===== src/rtl/complex_arithmetic_unit_top_assert.svh =====
// Assertion macros shared by the complex arithmetic unit.
`ifndef COMPLEX_ARITHMETIC_UNIT_TOP_ASSERT_SVH
`define COMPLEX_ARITHMETIC_UNIT_TOP_ASSERT_SVH

// Implication checked on every rising clock edge outside reset.
`define CAU_ASSERT_IMP(label, ante, cons, msg) \
	label: assert property (@(posedge clk) disable iff (!arst_n) (ante) |-> (cons)) \
		else $error(msg);

// Condition that must never be true outside reset.
`define CAU_ASSERT_NEVER(label, cond, msg) \
	label: assert property (@(posedge clk) disable iff (!arst_n) !(cond)) \
		else $error(msg);

`endif


===== src/rtl/cau_pkg.sv =====
`timescale 1ns / 1ps
package cau_pkg;
	localparam int FracBitsDefault = 8;
	localparam int DataW = 16;
	localparam int QueueDepth = 4;

	localparam logic [2:0] KIND_ADD = 3'd0;
	localparam logic [2:0] KIND_SUB = 3'd1;
	localparam logic [2:0] KIND_MUL = 3'd2;
	localparam logic [2:0] KIND_DIV = 3'd3;
	localparam logic [2:0] KIND_CMP = 3'd4;

	// Classified item passed from the front end to the back end.
	typedef struct packed {
		logic              is_add;
		logic              is_sub;
		logic              is_mul;
		logic              is_div;
		logic              is_equal;
		logic              div_zero;
		logic signed [15:0] a_real;
		logic signed [15:0] a_imag;
		logic signed [15:0] b_real;
		logic signed [15:0] b_imag;
	} cau_op_t;

	typedef struct packed {
		logic signed [15:0] r_real;
		logic signed [15:0] r_imag;
		logic               is_equal;
		logic               div_zero;
		logic               overflow;
	} cau_res_t;
endpackage


===== src/rtl/cau_front.sv =====
`timescale 1ns / 1ps
// Decodes the operation, checks compare and zero divisor, and feeds a short queue.
module cau_front (
	input  logic                clk,
	input  logic                arst_n,
	input  logic                in_valid,
	output logic                in_ready,
	input  logic [2:0]          kind,
	input  logic signed [15:0]  a_real,
	input  logic signed [15:0]  a_imag,
	input  logic signed [15:0]  b_real,
	input  logic signed [15:0]  b_imag,
	output logic                op_valid,
	input  logic                op_ready,
	output cau_pkg::cau_op_t    op
);
	localparam int AW = $clog2(cau_pkg::QueueDepth);

	cau_pkg::cau_op_t mem_q [cau_pkg::QueueDepth];
	logic [AW-1:0] wr_q, rd_q;
	logic [AW:0]   cnt_q;
	cau_pkg::cau_op_t cls;
	logic push, pop;

	always_comb begin
		cls.is_add   = (kind == cau_pkg::KIND_ADD);
		cls.is_sub   = (kind == cau_pkg::KIND_SUB);
		cls.is_mul   = (kind == cau_pkg::KIND_MUL);
		cls.is_div   = (kind == cau_pkg::KIND_DIV) && ((b_real != '0) || (b_imag != '0));
		cls.div_zero = (kind == cau_pkg::KIND_DIV) && (b_real == '0) && (b_imag == '0);
		cls.is_equal = (kind == cau_pkg::KIND_CMP) && (a_real == b_real) && (a_imag == b_imag);
		cls.a_real   = a_real;
		cls.a_imag   = a_imag;
		cls.b_real   = b_real;
		cls.b_imag   = b_imag;
	end

	assign in_ready = (cnt_q != (AW+1)'(cau_pkg::QueueDepth));
	assign op_valid = (cnt_q != '0);
	assign push = in_valid && in_ready;
	assign pop  = op_valid && op_ready;
	assign op   = mem_q[rd_q];

	always_ff @(posedge clk) begin
		if (push) begin
			mem_q[wr_q] <= cls;
		end
	end

	always_ff @(posedge clk or negedge arst_n) begin
		if (!arst_n) begin
			wr_q  <= '0;
			rd_q  <= '0;
			cnt_q <= '0;
		end else begin
			if (push) wr_q <= wr_q + 1'b1;
			if (pop) rd_q <= rd_q + 1'b1;
			cnt_q <= cnt_q + (AW+1)'(push) - (AW+1)'(pop);
		end
	end
endmodule


===== config.mk =====
export PLATFORM = sky130hd
export DESIGN_NAME = cau_front
export DESIGN_NICKNAME = d
export VERILOG_FILES = /design/src/rtl/complex_arithmetic_unit_top_assert.svh /design/src/rtl/cau_pkg.sv /design/src/rtl/cau_front.sv
export SDC_FILE = /design/constraint.sdc
export NUM_CORES = 1
export LEC_CHECK = 0
export ABC_CLOCK_PERIOD_IN_PS = 5020
export BUFFER_PORTS_ARGS = -buffer_cell sky130_fd_sc_hd__buf_2
export CORE_MARGIN = 3
export CORE_UTILIZATION = 60
export CTS_BUF_LIST = sky130_fd_sc_hd__clkbuf_8
export DETAILED_ROUTE_END_ITERATION = 10
export PLACE_DENSITY_LB_ADDON = 0.2
export SKIP_CTS_REPAIR_TIMING = 1
export SLEW_MARGIN = 40
export SYNTH_ARGS = -nofsm -noshare
export SYNTH_HDL_FRONTEND = slang
export SYNTH_SLANG_ARGS = --single-unit

===== constraint.sdc =====
create_clock -name clk -period 5.02 [get_ports clk]
set_input_delay 1.004 -clock clk [delete_from_list [all_inputs] [get_ports clk]]
set_output_delay 1.004 -clock clk [all_outputs]
set_load 0.01 [all_outputs]

==> results of run 1 <==
[area by class of cell]
class	instances	area, um2	area share [%]
clock inverter	23	93.8	0.720
timing repair buffer	155	953	7.31
inverter	6	22.5	0.173
sequential	287	8590	65.9
tap	229	287	2.20
clock buffer	51	702	5.38
multi-input combinational	156	2390	18.3
[cell families (layout without fill, tap and decap cells)]
group         count (synthesis)  after routing  share of synthesized area (%)
buf+inv                      22            235                           1.36
mux                          71             71                           15.4
simple gates                 41             41                           2.19
flops                       287            287                           77.3
fa+ha+maj                     7              7                          0.856
xor+xnor                     37             37                           2.92
[final timing paths]
kind                                     start             endpoint  cells past startpoint
hold reg to reg             cnt_q[0]$_DFF_PN0_   cnt_q[0]$_DFF_PN0_                      1
min in group clk            cnt_q[0]$_DFF_PN0_   cnt_q[0]$_DFF_PN0_                      1
max in group asynchronous               arst_n  rd_q[1]$_DFFE_PN0P_                      1
setup reg to reg            cnt_q[1]$_DFF_PN0_   cnt_q[2]$_DFF_PN0_                      9
hold / removal                          arst_n  rd_q[0]$_DFFE_PN0P_                      1
setup / recovery           rd_q[0]$_DFFE_PN0P_               op[67]                      4
[flip-flops by register name, summed over array words and instances, names as in the netlist]
register  count
cnt_q         3
mem_q       280
rd_q          2
wr_q          2
[worst max-delay path, stage by stage, from the launching register on]
cell and delay (ps):
dfrtp_4 700, buf_12 280, buf_4 320, mux4_1 590, buf_2 160
[stage by stage]
step           power [uW]  hold WS [ps]  utilization (%)  instances  worst slack (ps)
3_5_place_dp         5600           538             67.7        833              1910
3_3_place_gp         5410           507             66.4        822              1780
6_report             7250           294             72.1        907              1390
2_1_floorplan        4740           495                -        465              1900
4_1_cts              7350           262             72.1        907              1300
5_1_grt              7600           269             72.1        907              1210
[layout by cell type (no fill, tap or decap), drive strengths merged]
| cell type | n |
|---|---|
| clkinvlp | 2 |
| and3 | 4 |
| nor2b | 2 |
| or3 | 1 |
| nor3 | 3 |
| mux2 | 1 |
| nor3b | 1 |
| nand4 | 3 |
| ha | 6 |
| buf | 155 |
| nor4 | 16 |
| xnor2 | 7 |
| inv | 25 |
| and2 | 2 |
| clkinv | 2 |
| mux4 | 70 |
| nand3 | 2 |
| dfrtp | 7 |
| clkbuf | 51 |
| nand2 | 4 |
| fa | 1 |
| nor2 | 3 |
| edfxtp | 280 |
| xor2 | 30 |
[routing by layer]
layer / wire (um) / global-route usage [%] / up-vias
met5: 21 / 0 / -
met4: 479 / 7.22 / 4
met3: 1600 / 5.51 / 39
met2: 10900 / 34.7 / 219
met1: 8850 / 31.5 / 2777
li1: - / - / 2359
[power by group]
| part | internal [uW] | total (uW) | switching (uW) |
|---|---|---|---|
| logic | 1030 | 2170 | 1140 |
| clock network | 916 | 1740 | 826 |
| registers | 3170 | 3340 | 171 |
| total | 5110 | 7250 | 2130 |
==> metrics.md, run 1 <==
| Metric | Value |
|---|---|
| Slew margin rel. | a little under three fifths |
| Setup-failing EPs final | 0 |
| Final WL | about 22 mm |
| Ant. Diodes | 0 |
| Syn Std Cell Area | 11,100 um2 |
| Largest net degree at the start of global routing | 39 |
| Final min period | 3630 ps |
| RSZ-0062 raised after global routing | no |
| Syn Nets | between 500 and 600 |
| Register-to-Register Setup Slack | about 2700 ps |
| Synthesized area per cell | 23.9 um2 |
| Sequential share of the synthesized area | 77.3% |
| CORE AREA | between 15,000 and 20,000 um2 |
| Synth warn | 0 |
| Dpl cell area | 12,200 um2 |
| Post-DP HPWL | 14.3 mm |
| CP Capture Type | output pin |
| Synth top area cells | edfxtp_1 76%, mux4_2 7.7%, mux4_1 7.6% |
| Routed len/inst | 24.1 um |
| Die Y | 142 um |
| Ports | 143 |
| Most frequent cell after synthesis | edfxtp_1 |
| Synth cell count leaders | 280 x edfxtp_1, 38 x mux4_2, 32 x mux4_1 |
| Max-cap violations | 0 |
| Fmax | about 0.28 GHz |
| Htree depth | 2 |
| I/O Buffers | ~140 |
| Nets@finish | 729 |
| Top cell type's share of synthesized area | 75.7% |
| Register bit total from synthesis | between 200 and 300 |
| Share of post-route cells with drive strength above 1 | 37.6% |
| Clock-pin slew of the registers on the worst-case setup and hold paths | approximately 60 ps |
| First-pass GRT wire length | 33.2 mm |
| Post-DRT Antenna Nets | 0 |
| Chip Width | roughly 140 um |
| GP Congestion | 0.725 |
| Power Density | 556 nW/um2 |
| Iteration-0 DRC count of the detailed router | 398 |
| Gate Count Post-Synth | 465 |
| Number of fill cells in the layout | 1,093 |
| Routed vias/inst | 5.95 |
| Final hold violations | 0 |
| WS Path Type | reg -> out |
| Max FO, Critical Path | 25 |
| CTS max path bufs | 3 |
| P&R area growth vs syn | 17.4% |
| Starting Density | 61.4% |
| Die area | 20,200 um2 |
| Post-synth EDFFs | 280 |
| Worst Skew | around 22 ps |
| Initial antenna violation count | 2 |
| Most used DFF post-synth | edfxtp_1 |
| Async set-or-reset flop fraction in the synthesized netlist | 2.44% |
| WP data arrival | 2620 ps |
| Worst Hold Class | in -> async |
| Skew-Pair Late Insertion Delay | 540 ps |
| Slew Limit Fails | 0 |
| Leakage Power | 0.00466 uW |
| Yosys cell types | 26 |
| Peak supply drop | 0.382 mV |
| GRT overflow | 0 |
| CP required | between 4000 and 5000 ps |
| Startpoint Class | flip-flop |
| CTS buffer count | 45 |
| Status | completed |
| Drt drc | 0 |
| Worst-Margin Slew | 663 ps |
| Gr usage total | 22.1% |
| Clk sinks | approximately 290 |
| TritonCTS clock tree | yes |
| Area leader, netlist | edfxtp_1 |
| Period utilization | 72.2% |
| Vias in the first global route | 5,750 |
| Root Buffer | clkbuf_8 |
| First-pass DRT Iterations | 5 |
| TNS Setup | 0 ps |
| Row cnt | 49 |
| Vias | about 5.4k |
| Post-route cell area | roughly 13,000 um2 |
No activity file was read; power rests on OpenSTA's default activity.
==> run 2, diff against run 1 <==
Settings changed: ABC_CLOCK_PERIOD_IN_PS 5020 to 3100, CORE_UTILIZATION 60 to 54.
Clock period 5.02 ns to 3.1 ns, I/O delays scaled along.
==> run 2 against run 1 <==
Total power is 63% higher. Largest power group unchanged. Count of clock-buffer cells in the layout unchanged. Largest cell class unchanged. Combinational power is 59% higher. Final cell count up 4.6%. Cell area increased by 0.15%. Critical path depth decreased by 1. Clock skew down 2.5 ps. Sequential power increased by 63%. Routed wire length up 2.3%. Die area rose by 11%. Global-route usage down 1.8 points.
==> metrics.md, run 2 (same netlist as run 1, synthesis figures left out) <==
| Metric | Value |
|---|---|
| Worst Hold Class | in -> reg |
| WP data arrival | around 2200 ps |
| Place WS | roughly 600 ps |
| Slew Limit Fails | 0 |
| Most flop-heavy register | mem_q |
| HP Start | a_real[5] |
| Max FO, Critical Path | 26 |
| Clock-pin slew of the registers on the worst-case setup and hold paths | 60 ps |
| Chip Width | 149 um |
| Most frequent cells in the layout | 280 x edfxtp_1, 142 x buf_2, 51 x clkbuf_8 |
| Vias | 5,362 |
| CP Capture Type | output pin |
| Number of fill cells in the layout | 1,329 |
| Storage element area | between 8000 and 9000 um2 |
| Ports | 143 |
| Routed vias/inst | 5.65 |
| Drt drc | 0 |
| Gr usage total | between 20% and 30% |
| Max reg flops | 280 |
| Critical path buffer and inverter count | 2 |
| Ant. Diodes | 0 |
| Hold Crit Endpoint | mem_q[3][53]$_DFFE_PP_ |
| Max-cap violations | 0 |
| Power Density | 905 nW/um2 |
| Fmax | 0.349 GHz |
| CTS max path bufs | 3 |
| P&R area growth vs syn | 17.6% |
| Status | completed |
| CTS buffer count | 45 |
| Final min period | about 2900 ps |
| Largest net degree at the start of global routing | 39 |
| Routed len/inst | 23.5 um |
| Worst Skew | just under 20 ps |
| CP max stage delay | 640 ps |
| Largest registers | mem_q: 280 flops, cnt_q: 3 flops |
| Worst Setup SP | rd_q[0]$_DFFE_PN0P_ |
| Post-DRT Antenna Nets | 0 |
| First-pass DRT Iterations | 5 |
| Capturing point of the worst reg2reg path | cnt_q[2]$_DFF_PN0_ |
| Worst-Margin Slew | between 600 and 700 ps |
| Row cnt | 51 |
| Setup-failing EPs final | 0 |
| Post-DP HPWL | ~14 mm |
| Nets@finish | 725 |
| GP Congestion | 0.750 |
| Leakage Power | 0.00464 uW |
| Skew-Pair Late Insertion Delay | 540 ps |
| Worst Hold Path Cells | 1 |
| Commonest non-fill, non-tap cell in the layout | edfxtp_1 |
| CP top delay family | flip-flops |
| Final WL | 22.3 mm |
| GRT overflow | 0 |
| RSZ-0062 raised after global routing | no |
| First-pass GRT wire length | 33.3 mm |
| Register-to-Register Setup Slack | 760 ps |
| Period utilization | around 92% |
| Hold WS | 317 ps |
| WS Path Type | reg -> out |
| R2R Path Start | cnt_q[1]$_DFF_PN0_ |
| Vias in the first global route | 5,632 |
| Root Buffer | clkbuf_8 |
| R2r worst-path depth | 9 |
| TritonCTS clock tree | yes |
| I/O Buffers | 142 |
| Htree depth | 2 |
| Area occupied by multi-input gates | about 2400 um2 |
| Initial antenna violation count | 0 |
| Share of post-route cells with drive strength above 1 | between 30% and 40% |
| Max stage delay cell, worst path | dfrtp_4 |
| Peak supply drop | 0.681 mV |
| Clk sinks | ~290 |
| Final hold violations | 0 |
| Iteration-0 DRC count of the detailed router | between 400 and 500 |
| Starting Density | about 56% |
| CORE AREA | between 15,000 and 20,000 um2 |
| Startpoint Class | flip-flop |
| TNS Setup | 0 ps |
| Die Y | between 100 and 150 um |
| CP required | roughly 2500 ps |
| Slew margin rel. | around 57% |
| CP Cell Sequence | buf_12 > mux4_1 > buf_2 |
| Worst setup margin | 237 ps |
| Die area | 22,300 um2 |
## run 2: worst max-delay path by stage
stage | end | slack [ps] | depth (start not counted)
finish | op[48] | 240 | 3
global route | op[48] | 150 | 3
CTS | op[69] | 20 | 3
detailed placement | op[69] | 600 | 3
global placement | op[48] | 600 | 3
floorplan | mem_q[0][0]$_DFFE_PP_ | 320 | 3
## run 2: through the flow
| stage | instance area [um2] | total power [uW] | instances | utilization (%) |
|---|---|---|---|---|
| CTS | 13000 | 12000 | 947 | 65.7 |
| floorplan | 11100 | 7670 | 465 | - |
| detailed placement | 12200 | 9030 | 863 | 61.4 |
| global route | 13100 | 12400 | 949 | 65.8 |
| global placement | 12200 | 8950 | 863 | 61.4 |
| finish | 13100 | 11800 | 949 | 65.8 |
## run 2: where the power goes
part / switching, uW / total (uW) / internal [uW]
logic: 1820 / 3440 / 1630
clock network: 1410 / 2920 / 1510
registers: 327 / 5460 / 5130
## run 2: layer usage
metal | routed length [um] | GRT usage [%]
met5 | 0 | 0
met4 | 411 | 6.59
met3 | 1440 | 4.38
met2 | 11000 | 32.3
met1 | 9470 | 28.8
## run 2: area by class of cell
cell class / instances / area share (%)
Multi-Input combinational cell: 156 / 18.3
Clock inverter: 33 / 1.08
Tap cell: 265 / 2.54
Sequential cell: 287 / 65.8
Clock buffer: 51 / 5.38
Inverter: 6 / 0.172
Timing Repair Buffer: 151 / 6.75
